**config.mk**
```make
export PLATFORM = sky130hd
export DESIGN_NAME = lpaf_adler
export DESIGN_NICKNAME = d
export VERILOG_FILES = /design/src/rtl/lpaf_pkg.sv /design/src/rtl/lpaf_adler.sv
export SDC_FILE = /design/constraint.sdc
export NUM_CORES = 1
export LEC_CHECK = 0
export ABC_AREA = 1
export BUFFER_PORTS_ARGS = -buffer_cell sky130_fd_sc_hd__buf_2
export CAP_MARGIN = 20
export CORE_ASPECT_RATIO = 0.6
export CORE_MARGIN = 5
export CORE_UTILIZATION = 61
export CTS_CLUSTER_DIAMETER = 60
export DETAILED_ROUTE_END_ITERATION = 8
export GPL_TIMING_DRIVEN = 0
export PLACE_DENSITY = 0.92
export SLEW_MARGIN = 20
export SYNTH_ARGS = -nofsm -noshare
export SYNTH_HDL_FRONTEND = slang
export SYNTH_SLANG_ARGS = --single-unit
export TNS_END_PERCENT = 30
```
**constraint.sdc**
```tcl
create_clock -name clk -period 4.8 [get_ports clk]
set_input_delay 0.24 -clock clk [delete_from_list [all_inputs] [get_ports clk]]
set_output_delay 0.24 -clock clk [all_outputs]
set_load 0.005 [all_outputs]
```
**src/rtl/lpaf_pkg.sv**
```systemverilog
// shared types, widths and codes for the length-prefixed adler frame checker
// no dependencies
package lpaf_pkg;

  localparam int HEADER_BYTES = 4;
  localparam int LEN_W        = 27;
  localparam int CFG_INDEX_W  = 1;
  localparam int PH_W         = 2;

  localparam logic [LEN_W-1:0] MIN_LEN_RESET = LEN_W'(10);
  localparam logic [LEN_W-1:0] MAX_LEN_RESET = LEN_W'(67108864);
  localparam logic [31:0]      BODY_OVERHEAD = 32'(2 * HEADER_BYTES);

  localparam logic [16:0] ADLER_MOD = 17'd65521;

  // register indexes
  localparam logic [CFG_INDEX_W-1:0] REG_MIN_LEN = 1'd0;
  localparam logic [CFG_INDEX_W-1:0] REG_MAX_LEN = 1'd1;

  // parser phases
  localparam logic [PH_W-1:0] PH_LEN     = 2'd0;
  localparam logic [PH_W-1:0] PH_NAMELEN = 2'd1;
  localparam logic [PH_W-1:0] PH_BODY    = 2'd2;
  localparam logic [PH_W-1:0] PH_CHECK   = 2'd3;

  // result item kinds
  localparam logic [1:0] KIND_NAME    = 2'd0;
  localparam logic [1:0] KIND_PAYLOAD = 2'd1;
  localparam logic [1:0] KIND_VERDICT = 2'd2;

  // verdict codes
  localparam logic [1:0] V_OK       = 2'd0;
  localparam logic [1:0] V_BAD_LEN  = 2'd1;
  localparam logic [1:0] V_BAD_SUM  = 2'd2;
  localparam logic [1:0] V_BAD_NAME = 2'd3;

  typedef struct packed {
    logic [1:0]       item_kind;
    logic [7:0]       byte_value;
    logic [1:0]       verdict;
    logic [LEN_W-1:0] frame_length;
    logic [LEN_W-1:0] type_name_length;
    logic             frame_end;
  } result_t;

endpackage

```
**src/rtl/lpaf_adler.sv**
```systemverilog
// running adler-32 sums over the frame body, one byte per enable
// depends on lpaf_pkg
module lpaf_adler (
  input  logic        clk,
  input  logic        rst,
  input  logic        en,
  input  logic        clear,
  input  logic [7:0]  data,
  output logic [31:0] sum
);
  import lpaf_pkg::*;

  logic [15:0] low_sum;
  logic [15:0] high_sum;
  logic [15:0] low_sum_next;
  logic [15:0] high_sum_next;
  logic [16:0] low_add;
  logic [16:0] high_add;

  always_comb begin
    low_add = {1'b0, low_sum} + {9'd0, data};
    if (low_add >= ADLER_MOD) begin
      low_add = low_add - ADLER_MOD;
    end
    low_sum_next = low_add[15:0];
    high_add = {1'b0, high_sum} + {1'b0, low_sum_next};
    if (high_add >= ADLER_MOD) begin
      high_add = high_add - ADLER_MOD;
    end
    high_sum_next = high_add[15:0];
  end

  always_ff @(posedge clk) begin
    if (rst || clear) begin
      low_sum  <= 16'd1;
      high_sum <= 16'd0;
    end else if (en) begin
      low_sum  <= low_sum_next;
      high_sum <= high_sum_next;
    end
  end

  assign sum = {high_sum, low_sum};

endmodule

```
==> flow_results.xml, run 1 <==
<?xml version="1.0" encoding="UTF-8"?>
<metrics>
  <group name="critical_path">
    <metric name="worstPathArrival" unit="ns">5.18</metric>
    <metric name="worst_path_max_delay_cell" unit="">sky130_fd_sc_hd__ha_1</metric>
    <metric name="setup.worst_path.start_class" unit="">flip-flop</metric>
    <metric name="crit_path_max_fanout" unit="">6</metric>
    <metric name="worst_path_largest_cell_delay" unit="ns">0.41</metric>
    <metric name="cp_most_frequent_cell" unit="">sky130_fd_sc_hd__nand2_1</metric>
    <metric name="worstSetupPathType" unit="">reg -&gt; reg</metric>
    <metric name="critical_path_required" unit="ns">4.99</metric>
    <metric name="worst_setup_path_end_kind" unit="">flip-flop</metric>
  </group>
  <group name="clocking">
    <metric name="cts_tree" unit="">built</metric>
    <metric name="cts.reportedPaths.clkPinSlew" unit="ns">0.06</metric>
    <metric name="ctsHtreeMaxLevel" unit="">2</metric>
    <metric name="cts-hold-fix-buffers" unit="">0</metric>
    <metric name="ctsRootBufferMaster" unit="">sky130_fd_sc_hd__clkbuf_16</metric>
    <metric name="clk_latency" unit="ns">0.28</metric>
    <metric name="cts_inserted_buffers" unit="">5</metric>
    <metric name="cts_num_sinks" unit="">32</metric>
    <metric name="clock_tree.buffer_depth" unit="">2</metric>
  </group>
  <group name="placement">
    <metric name="dp_hpwl" unit="mm">10.7</metric>
    <metric name="buffer_ports.inserted" unit="">42</metric>
    <metric name="numPlacedInstances" unit="">882</metric>
    <metric name="gp_congestion" unit="">0.982</metric>
  </group>
  <group name="yosys">
    <metric name="yosysWarningCount" unit="">0</metric>
    <metric name="yosysSeqAreaShare" unit="">0.150</metric>
    <metric name="synthesis.area_per_instance" unit="µm²">5.66</metric>
    <metric name="yosys_most_used_dff" unit="">sky130_fd_sc_hd__dfxtp_1</metric>
    <metric name="yosys_register_bits" unit="">32</metric>
    <metric name="synth_cells" unit="">753</metric>
    <metric name="synth_fp_nets" unit="">797</metric>
    <metric name="async_flop_share" unit="">0</metric>
    <metric name="netlist_area_before_placement" unit="µm²">4260</metric>
    <metric name="number_of_enable_flip_flop_cells_after_synthesis" unit="">0</metric>
    <metric name="synth.distinct_cells" unit="">35</metric>
  </group>
  <group name="outcome">
    <metric name="violations_in_the_final_reports" unit="">setup timing</metric>
    <metric name="run_status" unit="">finished, violations left</metric>
  </group>
  <group name="timing">
    <metric name="timing.hold.ws" unit="ns">0.386</metric>
    <metric name="final_period_minus_worst_setup_slack" unit="ns">4.98</metric>
    <metric name="worst_pin_slew" unit="ns">0.895</metric>
    <metric name="timing.slew.headroom" unit="">0.403</metric>
    <metric name="fin_crit_share" unit="">1.04</metric>
    <metric name="final_worst_setup_slack" unit="ns">-0.184</metric>
    <metric name="slew_violations" unit="">0</metric>
    <metric name="highest_clock_rate" unit="MHz">201</metric>
    <metric name="finalSetupViolCount" unit="">16</metric>
    <metric name="final_hold_viol_count" unit="">0</metric>
    <metric name="finalClockSkew" unit="ns">0.00635</metric>
    <metric name="rsz_0062_raised_after_global_routing" unit="">yes</metric>
  </group>
  <group name="floorplanning">
    <metric name="top_level_ports" unit="">44</metric>
    <metric name="fp.coreArea" unit="µm²">6730</metric>
    <metric name="die_w" unit="µm">118</metric>
    <metric name="die_height" unit="µm">74.7</metric>
    <metric name="initial_utilization" unit="">0.632</metric>
    <metric name="die-area" unit="µm²">8810</metric>
    <metric name="rows" unit="">23</metric>
  </group>
  <group name="global_routing">
    <metric name="antenna_found_initial" unit="">0</metric>
    <metric name="grt_overflow_total" unit="">0</metric>
    <metric name="number_of_global_route_vias_before_repair" unit="">4800</metric>
    <metric name="gr-usage-all-layers" unit="">0.320</metric>
    <metric name="grt_pass1_wl" unit="mm">22.9</metric>
    <metric name="pin_count_of_the_biggest_net_entering_global_routing" unit="">11</metric>
  </group>
  <group name="power">
    <metric name="total_leakage_power" unit="nW">3.05</metric>
    <metric name="vdd_ir_drop_max" unit="µV">281</metric>
    <metric name="p_per_area" unit="nW/µm²">214</metric>
    <metric name="post-layout-total-power" unit="mW">1.23</metric>
  </group>
  <group name="cells_and_area">
    <metric name="layout-drive-gt1-share" unit="">0.326</metric>
    <metric name="insertedDiodeCount" unit="">0</metric>
    <metric name="nets" unit="">891</metric>
    <metric name="layout.cells.non_filler" unit="">934</metric>
    <metric name="layout.cells.most_common" unit="">sky130_fd_sc_hd__nand2_1</metric>
    <metric name="layout_common_cells" unit="">193 x sky130_fd_sc_hd__nand2_1, 113 x sky130_fd_sc_hd__inv_1, 72 x sky130_fd_sc_hd__nand3_1</metric>
    <metric name="synthToLayoutAreaGrowth" unit="%">34.4</metric>
  </group>
  <group name="routing">
    <metric name="firstDrtPassIters" unit="">7</metric>
    <metric name="routed_wl" unit="mm">16.8</metric>
    <metric name="ant_nets" unit="">0</metric>
    <metric name="avgRoutedWirePerCell" unit="µm">18.0</metric>
    <metric name="route.detailed.drc" unit="">0</metric>
    <metric name="dr.first_iter.drc_count" unit="">818</metric>
    <metric name="route.detailed.vias_per_inst" unit="">6.14</metric>
    <metric name="route.vias.total" unit="">5738</metric>
  </group>
  <group name="worst_hold_path">
    <metric name="hp-class" unit="">in -&gt; reg</metric>
  </group>
  <group name="flow_run">
    <metric name="cap_violations" unit="">0</metric>
  </group>
</metrics>
## registers in the layout (all words and copies together), names as in the netlist
name,count
low_sum,16
high_sum,16
## synthesized netlist by cell type (4+ instances only)
cell type | number | area share
sky130_fd_sc_hd__a21oi_1 | 28 | 0.033
sky130_fd_sc_hd__a21oi_2 | 7 | 0.014
sky130_fd_sc_hd__and2_1 | 6 | 0.0088
sky130_fd_sc_hd__buf_6 | 5 | 0.013
sky130_fd_sc_hd__clkbuf_1 | 7 | 0.0062
sky130_fd_sc_hd__dfxtp_1 | 32 | 0.15
sky130_fd_sc_hd__ha_1 | 30 | 0.088
sky130_fd_sc_hd__inv_1 | 119 | 0.10
sky130_fd_sc_hd__inv_2 | 6 | 0.0053
sky130_fd_sc_hd__nand2_1 | 241 | 0.21
sky130_fd_sc_hd__nand2_2 | 29 | 0.043
sky130_fd_sc_hd__nand3_1 | 85 | 0.10
sky130_fd_sc_hd__nand3_2 | 7 | 0.016
sky130_fd_sc_hd__nand4_1 | 19 | 0.028
sky130_fd_sc_hd__nor2_1 | 63 | 0.056
sky130_fd_sc_hd__nor2_2 | 9 | 0.013
sky130_fd_sc_hd__nor3_1 | 4 | 0.0047
sky130_fd_sc_hd__o21ai_0 | 18 | 0.021
sky130_fd_sc_hd__xor2_1 | 12 | 0.025
## timing repair
item	4_1_cts	5_1_grt
pin swaps	18	51
cloned	1	3
resized for setup	48	113
setup endpoints to repair	16	16
buffers inserted	13	28
## layout make-up
| type | count | area [µm²] |
|---|---|---|
| sequential | 32 | 644 |
| multi-input combinational | 581 | 3650 |
| tap | 87 | 109 |
| fill | 426 | 1010 |
| timing repair buffer | 85 | 591 |
| inverter | 127 | 479 |
| clock inverter | 1 | 5.00 |
| clock buffer | 6 | 129 |
| buffer | 15 | 115 |
## report_power, final
part	internal (mW)	switching [mW]	total (mW)
clock	0.189	0.123	0.312
combinational	0.230	0.392	0.622
sequential	0.277	0.0162	0.294
total	0.696	0.531	1.23
## path summary, 6_finish.rpt
kind / start / endpoint / slack, ns / cells past startpoint
worst min-delay path: rst / low_sum[4]$_SDFFE_PP0P_ / 0.39 / 4
worst max-delay path: low_sum[0]$_SDFFE_PP1P_ / high_sum[5]$_SDFFE_PP0P_ / -0.18 / 34
worst min register to register: high_sum[13]$_SDFFE_PP0P_ / high_sum[13]$_SDFFE_PP0P_ / 0.51 / 2
worst max register to register: low_sum[0]$_SDFFE_PP1P_ / high_sum[5]$_SDFFE_PP0P_ / -0.18 / 34
## per-stage QoR
step | TNS [ns] | utilization | cell area [µm²] | worst slack, ns
2_1_floorplan | 0 | - | 4260 | 0.292
3_3_place_gp | -5.64 | 0.680 | 4580 | -0.426
3_5_place_dp | -8.20 | 0.680 | 4580 | -0.572
4_1_cts | 0 | 0.744 | 5010 | 0.0314
5_1_grt | -4.41 | 0.850 | 5720 | -0.355
6_report | -1.78 | 0.850 | 5720 | -0.184
## metal layers
metal,wire length (µm),GRT usage,part of all wire,up-vias
li1,-,-,-,2563
met1,6290,0.423,0.37,2532
met2,7100,0.517,0.42,543
met3,2690,0.107,0.16,98
met4,753,0.0712,0.045,2
met5,14,0,0.00083,-
## critical path, delay by kind of cell, from the launching register on
kind,cells,cell delay (ns)
AOI/OAI and AO/OA,1,0.18
adders and majority gates,3,0.94
buffers and inverters,6,0.65
DFF,1,0.37
and+or+nand+nor,24,2.73
## logic make-up after synthesis
group                      synth area share
xor gates and xnor gates             0.0347
AOI/OAI and AO/OA                    0.0764
DFF                                   0.150
adders and majority gates            0.0975
buffers and inverters                 0.135
and+or+nand+nor                       0.506
Power figures use the tool's default switching activity.
==> run 2, diff against run 1 <==
--- a/config.mk
+++ b/config.mk
@@ -15,8 +15,9 @@
 export DETAILED_ROUTE_END_ITERATION = 8
 export GPL_TIMING_DRIVEN = 0
 export PLACE_DENSITY = 0.92
+export SKIP_CTS_REPAIR_TIMING = 1
 export SLEW_MARGIN = 20
 export SYNTH_ARGS = -nofsm -noshare
 export SYNTH_HDL_FRONTEND = slang
 export SYNTH_SLANG_ARGS = --single-unit
-export TNS_END_PERCENT = 30
+export TNS_END_PERCENT = 100
==> run 2 against run 1 <==
  * Highest routed layer is now met4
  * Clock-buffer cell count unchanged
  * Maximum frequency down 0.60%
  * Critical endpoint unchanged
  * Critical path depth is 1 higher
  * Total power shrank 4.7%
  * The flow still finishes with violations (setup timing)
  * Sequential share of layout area rose by 0.47 points
==> flow_results.xml, run 2 (synthesis results as in run 1) <==
<?xml version="1.0" encoding="UTF-8"?>
<metrics>
  <group name="outcome">
    <metric name="run_status" unit="">finished, violations left</metric>
    <metric name="violations_in_the_final_reports" unit="">setup timing</metric>
  </group>
  <group name="power">
    <metric name="post-layout-total-power" unit="mW">1.17</metric>
    <metric name="internal_power" unit="µW">663</metric>
    <metric name="power.sequential.fraction" unit="">0.250</metric>
    <metric name="total_leakage_power" unit="nW">2.97</metric>
    <metric name="vdd_ir_drop_max" unit="µV">246</metric>
    <metric name="p_per_area" unit="nW/µm²">213</metric>
    <metric name="power.share.switching" unit="">0.433</metric>
    <metric name="power.share.clock" unit="">0.268</metric>
    <metric name="switching_power" unit="µW">506</metric>
    <metric name="p_comb_frac" unit="">0.482</metric>
  </group>
  <group name="cells_and_area">
    <metric name="synthToLayoutAreaGrowth" unit="%">29.0</metric>
    <metric name="top_regs" unit="">high_sum: 16 flops, low_sum: 16 flops</metric>
    <metric name="final-seq-area" unit="µm²">644</metric>
    <metric name="layout-drive-gt1-share" unit="">0.307</metric>
    <metric name="multiInputGateArea" unit="µm²">3530</metric>
    <metric name="layout.cells.most_common" unit="">sky130_fd_sc_hd__nand2_1</metric>
    <metric name="nFillCells" unit="">462</metric>
    <metric name="layout_common_cells" unit="">197 x sky130_fd_sc_hd__nand2_1, 113 x sky130_fd_sc_hd__inv_1, 69 x sky130_fd_sc_hd__nand3_1</metric>
    <metric name="nets" unit="">880</metric>
    <metric name="insertedDiodeCount" unit="">0</metric>
    <metric name="layout.cells.non_filler" unit="">923</metric>
  </group>
  <group name="floorplanning">
    <metric name="initial_utilization" unit="">0.632</metric>
    <metric name="rows" unit="">23</metric>
    <metric name="die-area" unit="µm²">8810</metric>
    <metric name="fp.coreArea" unit="µm²">6730</metric>
    <metric name="top_level_ports" unit="">44</metric>
    <metric name="die_w" unit="µm">118</metric>
    <metric name="die_height" unit="µm">74.7</metric>
  </group>
  <group name="timing">
    <metric name="highest_clock_rate" unit="MHz">199</metric>
    <metric name="slew_violations" unit="">0</metric>
    <metric name="finalClockSkew" unit="ns">0.00642</metric>
    <metric name="final_period_minus_worst_setup_slack" unit="ns">5.01</metric>
    <metric name="final_worst_setup_slack" unit="ns">-0.214</metric>
    <metric name="final_hold_viol_count" unit="">0</metric>
    <metric name="finalSetupViolCount" unit="">16</metric>
    <metric name="timing.slew.headroom" unit="">0.375</metric>
    <metric name="fin_crit_share" unit="">1.04</metric>
    <metric name="rsz_0062_raised_after_global_routing" unit="">yes</metric>
    <metric name="worst_pin_slew" unit="ns">0.938</metric>
  </group>
  <group name="global_routing">
    <metric name="grt_overflow_total" unit="">0</metric>
    <metric name="antenna_found_initial" unit="">0</metric>
    <metric name="number_of_global_route_vias_before_repair" unit="">4490</metric>
    <metric name="grt_pass1_wl" unit="mm">21.7</metric>
    <metric name="gr-usage-all-layers" unit="">0.303</metric>
    <metric name="pin_count_of_the_biggest_net_entering_global_routing" unit="">11</metric>
  </group>
  <group name="clocking">
    <metric name="cts_tree" unit="">built</metric>
    <metric name="cts.reportedPaths.clkPinSlew" unit="ns">0.06</metric>
    <metric name="cts_inserted_buffers" unit="">5</metric>
    <metric name="cts_num_sinks" unit="">32</metric>
    <metric name="clk_latency" unit="ns">0.29</metric>
    <metric name="ctsRootBufferMaster" unit="">sky130_fd_sc_hd__clkbuf_16</metric>
    <metric name="clock_tree.buffer_depth" unit="">2</metric>
    <metric name="ctsHtreeMaxLevel" unit="">2</metric>
  </group>
  <group name="routing">
    <metric name="routed_wl" unit="mm">16.7</metric>
    <metric name="ant_nets" unit="">0</metric>
    <metric name="route.detailed.drc" unit="">0</metric>
    <metric name="route.vias.total" unit="">5732</metric>
    <metric name="firstDrtPassIters" unit="">8</metric>
    <metric name="route.detailed.vias_per_inst" unit="">6.21</metric>
    <metric name="dr.first_iter.drc_count" unit="">958</metric>
    <metric name="avgRoutedWirePerCell" unit="µm">18.0</metric>
  </group>
  <group name="placement">
    <metric name="gp_congestion" unit="">0.982</metric>
    <metric name="dp_hpwl" unit="mm">10.7</metric>
    <metric name="numPlacedInstances" unit="">882</metric>
    <metric name="buffer_ports.inserted" unit="">42</metric>
  </group>
  <group name="critical_path">
    <metric name="worst_path_max_delay_cell" unit="">sky130_fd_sc_hd__fa_2</metric>
    <metric name="worstSetupPathType" unit="">reg -&gt; reg</metric>
    <metric name="worstPathArrival" unit="ns">5.21</metric>
    <metric name="crit_path_max_fanout" unit="">8</metric>
    <metric name="setup.worst_path.start_class" unit="">flip-flop</metric>
    <metric name="cp_most_frequent_cell" unit="">sky130_fd_sc_hd__nand2_2</metric>
    <metric name="worst_setup_path_end_kind" unit="">flip-flop</metric>
    <metric name="worst_path_largest_cell_delay" unit="ns">0.39</metric>
    <metric name="critical_path_required" unit="ns">5.00</metric>
  </group>
  <group name="flow_run">
    <metric name="cap_violations" unit="">0</metric>
  </group>
  <group name="worst_hold_path">
    <metric name="hp-class" unit="">in -&gt; reg</metric>
  </group>
</metrics>
## run 2: cell types whose count changed in the layout (fill, tap and decap cells not counted), sizes merged
cell / before / now
clkbuf: 14 / 15
buf: 92 / 80
## run 2: worst max-delay path: cells and delay by family (launching register included)
kind | cells | cell delay, ns
AO/OA/AOI/OAI | 3 | 0.78
adder cells (fa/ha/maj) | 3 | 0.90
buffers and inverters | 8 | 0.79
flip-flops | 1 | 0.34
AND/OR/NAND/NOR | 21 | 2.07
## run 2: power by group through the flow
stage               sequential, mW  clock [mW]  combinational (mW)
finish                       0.292       0.314               0.563
detailed placement           0.296           0               0.437
global placement             0.295           0               0.419
floorplan                    0.294           0               0.336
CTS                          0.291       0.306               0.442
global route                 0.293       0.319               0.602
## run 2: final timing paths
kind / from / endpoint / slack, ns / depth (start not counted)
worst min register to register: high_sum[13]$_SDFFE_PP0P_ / high_sum[13]$_SDFFE_PP0P_ / 0.51 / 2
worst max-delay path: low_sum[5]$_SDFFE_PP0P_ / high_sum[5]$_SDFFE_PP0P_ / -0.21 / 35
worst max register to register: low_sum[5]$_SDFFE_PP0P_ / high_sum[5]$_SDFFE_PP0P_ / -0.21 / 35
worst min-delay path: rst / low_sum[15]$_SDFFE_PP0P_ / 0.36 / 4
## run 2: routing by layer
layer,wire length [µm],track usage
met3,2560,0.0863
met5,0,0
met1,6490,0.427
met2,6900,0.476
met4,711,0.0433
## run 2: final cells by class
class / count / area share
inverter: 127 / 0.0872
clock inverter: 1 / 0.000911
timing repair buffer: 74 / 0.0884
multi-input combinational: 581 / 0.643
buffer: 15 / 0.0203
tap: 87 / 0.0198
clock buffer: 6 / 0.0235
sequential: 32 / 0.117
## run 2: through the flow
stage	TNS, ns	instance area, µm²	hold slack, ns	setup WS (ns)	utilization
after floorplan	0	4260	0.449	0.292	-
after global placement	-5.64	4580	0.484	-0.426	0.680
after detailed placement	-8.20	4580	0.489	-0.572	0.680
after CTS	-9.07	4710	0.342	-0.627	0.700
after global routing	-5.65	5490	0.389	-0.409	0.816
final	-2.23	5490	0.365	-0.214	0.816
==> run 3, diff against run 2 <==
==> constraint.sdc (replaced) <==
create_clock -name clk -period 5.1 [get_ports clk]
set_input_delay 0.255 -clock clk [delete_from_list [all_inputs] [get_ports clk]]
set_output_delay 0.255 -clock clk [all_outputs]
set_load 0.005 [all_outputs]
==> run 3 against run 2 <==
  * Largest power group unchanged
  * Combinational power fell by 13%
  * Non-clock buffer count fell by 5
  * Critical endpoint unchanged
  * Highest routed layer unchanged
  * Sequential share of layout area rose by 0.58 points
  * Sequential power fell by 6%
  * Sequential cell count did not move
  * Worst hold slack improved by 0.028 ns
  * Critical path depth rose by 2
  * Clock skew fell by 0.0023 ns
  * The flow still finishes with violations (setup timing)
==> flow_results.xml, run 3 (synthesis results as in run 1) <==
<?xml version="1.0" encoding="UTF-8"?>
<metrics>
  <group name="timing">
    <metric name="final_hold_viol_count" unit="">0</metric>
    <metric name="finalSetupViolCount" unit="">1</metric>
    <metric name="slew_violations" unit="">0</metric>
    <metric name="finalClockSkew" unit="ns">0.00413</metric>
    <metric name="setup-tns-final" unit="ns">-0.00787</metric>
    <metric name="highest_clock_rate" unit="MHz">196</metric>
    <metric name="timing.slew.headroom" unit="">0.418</metric>
    <metric name="rsz_0062_raised_after_global_routing" unit="">yes</metric>
    <metric name="worst_pin_slew" unit="ns">0.873</metric>
    <metric name="final_period_minus_worst_setup_slack" unit="ns">5.11</metric>
    <metric name="timing.hold.ws" unit="ns">0.393</metric>
    <metric name="final_worst_setup_slack" unit="ns">-0.00787</metric>
    <metric name="fin_crit_share" unit="">1.00</metric>
  </group>
  <group name="routing">
    <metric name="routed_wl" unit="mm">15.2</metric>
    <metric name="firstDrtPassIters" unit="">7</metric>
    <metric name="routed_length_on_met1" unit="mm">6.26</metric>
    <metric name="route.vias.total" unit="">5437</metric>
    <metric name="avgRoutedWirePerCell" unit="µm">16.6</metric>
    <metric name="dr.first_iter.drc_count" unit="">721</metric>
    <metric name="route.detailed.vias_per_inst" unit="">5.93</metric>
    <metric name="route.detailed.drc" unit="">0</metric>
    <metric name="detailroute.wirelength.met2" unit="mm">6.36</metric>
    <metric name="ant_nets" unit="">0</metric>
    <metric name="topRoutingLayerUsed" unit="">met4</metric>
    <metric name="detailroute.wirelength.met3" unit="mm">2.26</metric>
  </group>
  <group name="outcome">
    <metric name="violations_in_the_final_reports" unit="">setup timing</metric>
    <metric name="run_status" unit="">finished, violations left</metric>
  </group>
  <group name="floorplanning">
    <metric name="top_level_ports" unit="">44</metric>
    <metric name="initial_utilization" unit="">0.632</metric>
    <metric name="rows" unit="">23</metric>
    <metric name="die-area" unit="µm²">8810</metric>
    <metric name="die_w" unit="µm">118</metric>
    <metric name="die_height" unit="µm">74.7</metric>
    <metric name="fp.coreArea" unit="µm²">6730</metric>
  </group>
  <group name="global_routing">
    <metric name="gr-usage-all-layers" unit="">0.303</metric>
    <metric name="grt_pass1_wl" unit="mm">21.7</metric>
    <metric name="number_of_global_route_vias_before_repair" unit="">4490</metric>
    <metric name="antenna_found_initial" unit="">0</metric>
    <metric name="grt_overflow_total" unit="">0</metric>
    <metric name="pin_count_of_the_biggest_net_entering_global_routing" unit="">11</metric>
  </group>
  <group name="cells_and_area">
    <metric name="layout.cells.most_common" unit="">sky130_fd_sc_hd__nand2_1</metric>
    <metric name="layout-drive-gt1-share" unit="">0.245</metric>
    <metric name="nets" unit="">874</metric>
    <metric name="multiInputGateArea" unit="µm²">3300</metric>
    <metric name="layout.cells.non_filler" unit="">917</metric>
    <metric name="final-seq-area" unit="µm²">642</metric>
    <metric name="synthToLayoutAreaGrowth" unit="%">22.4</metric>
    <metric name="nFillCells" unit="">535</metric>
    <metric name="insertedDiodeCount" unit="">0</metric>
    <metric name="layout_common_cells" unit="">221 x sky130_fd_sc_hd__nand2_1, 116 x sky130_fd_sc_hd__inv_1, 77 x sky130_fd_sc_hd__nand3_1</metric>
    <metric name="top_regs" unit="">high_sum: 16 flops, low_sum: 16 flops</metric>
  </group>
  <group name="worst_hold_path">
    <metric name="hold_path_startpoint" unit="">rst</metric>
    <metric name="hp-class" unit="">in -&gt; reg</metric>
  </group>
  <group name="power">
    <metric name="p_comb_frac" unit="">0.464</metric>
    <metric name="p_per_area" unit="nW/µm²">202</metric>
    <metric name="total_leakage_power" unit="nW">2.86</metric>
    <metric name="power.share.clock" unit="">0.274</metric>
    <metric name="switching_power" unit="µW">443</metric>
    <metric name="vdd_ir_drop_max" unit="µV">259</metric>
    <metric name="power.sequential.fraction" unit="">0.261</metric>
    <metric name="power.share.switching" unit="">0.421</metric>
    <metric name="internal_power" unit="µW">609</metric>
    <metric name="post-layout-total-power" unit="mW">1.05</metric>
  </group>
  <group name="clocking">
    <metric name="cts.reportedPaths.clkPinSlew" unit="ns">0.05</metric>
    <metric name="clock_tree.buffer_depth" unit="">2</metric>
    <metric name="cts_inserted_buffers" unit="">5</metric>
    <metric name="ctsHtreeMaxLevel" unit="">2</metric>
    <metric name="clk_latency" unit="ns">0.28</metric>
    <metric name="cts_tree" unit="">built</metric>
    <metric name="ctsRootBufferMaster" unit="">sky130_fd_sc_hd__clkbuf_16</metric>
    <metric name="cts_num_sinks" unit="">32</metric>
  </group>
  <group name="placement">
    <metric name="dp_hpwl" unit="mm">10.7</metric>
    <metric name="gp_congestion" unit="">0.982</metric>
    <metric name="numPlacedInstances" unit="">882</metric>
    <metric name="buffer_ports.inserted" unit="">42</metric>
  </group>
  <group name="critical_path">
    <metric name="critical_path_required" unit="ns">5.30</metric>
    <metric name="worst_path_largest_cell_delay" unit="ns">0.40</metric>
    <metric name="setup.worst_path.start_class" unit="">flip-flop</metric>
    <metric name="worst_path_max_delay_cell" unit="">sky130_fd_sc_hd__fa_2</metric>
    <metric name="cp_most_frequent_cell" unit="">sky130_fd_sc_hd__nand2_1</metric>
    <metric name="critPathLaunch" unit="">low_sum[2]$_SDFFE_PP0P_</metric>
    <metric name="crit_path_max_fanout" unit="">6</metric>
    <metric name="worst_setup_path_end_kind" unit="">flip-flop</metric>
    <metric name="worstSetupPathType" unit="">reg -&gt; reg</metric>
    <metric name="regToRegStartpoint" unit="">low_sum[2]$_SDFFE_PP0P_</metric>
    <metric name="worstPathArrival" unit="ns">5.30</metric>
  </group>
  <group name="flow_run">
    <metric name="cap_violations" unit="">0</metric>
  </group>
</metrics>
==> run 3: through the flow <==
| stage | utilization | area [µm²] | worst slack, ns |
|---|---|---|---|
| 2_1_floorplan | - | 4260 | 0.592 |
| 3_3_place_gp | 0.680 | 4580 | -0.126 |
| 3_5_place_dp | 0.680 | 4580 | -0.272 |
| 4_1_cts | 0.700 | 4710 | -0.327 |
| 6_report | 0.774 | 5210 | -0.00787 |
| 5_1_grt | 0.774 | 5210 | -0.148 |
==> run 3: power groups by stage <==
stage                     sequential (mW)  clock (mW)  combinational (mW)
after floorplan                     0.277           0               0.316
after global placement              0.278           0               0.395
after detailed placement            0.279           0               0.412
after CTS                           0.274       0.288               0.416
after global routing                0.276       0.301               0.527
final                               0.275       0.289               0.488
==> run 3: critical path, delay by kind of cell, from the launching register on <==
kind,cells,cell delay (ns)
DFF,1,0.37
adders and majority gates,3,0.87
AOI/OAI and AO/OA,2,0.34
and+or+nand+nor,25,2.72
buffers and inverters,7,0.68
==> run 3: path summary, 6_finish.rpt <==
check | endpoint | slack, ns | depth (start not counted)
setup reg to reg | high_sum[5]$_SDFFE_PP0P_ | -0.008 | 37
hold reg to reg | high_sum[13]$_SDFFE_PP0P_ | 0.50 | 2
hold / removal | low_sum[4]$_SDFFE_PP0P_ | 0.39 | 4
setup / recovery | high_sum[5]$_SDFFE_PP0P_ | -0.008 | 37
==> run 3: metal layers <==
layer  vias up  global-route usage
met1      2450               0.427
met5         -                   0
met4         0              0.0433
met2       417               0.476
li1       2525                   -
met3        45              0.0863
==> run 3: cell type report <==
| class | count | area share |
|---|---|---|
| clock inverters | 1 | 0.000960 |
| clock buffers | 6 | 0.0247 |
| multi-input cells | 580 | 0.633 |
| plain buffers | 15 | 0.0209 |
| flip-flops and latches | 32 | 0.123 |
| inverters | 127 | 0.0915 |
| repair buffers | 69 | 0.0855 |
| well taps | 87 | 0.0209 |
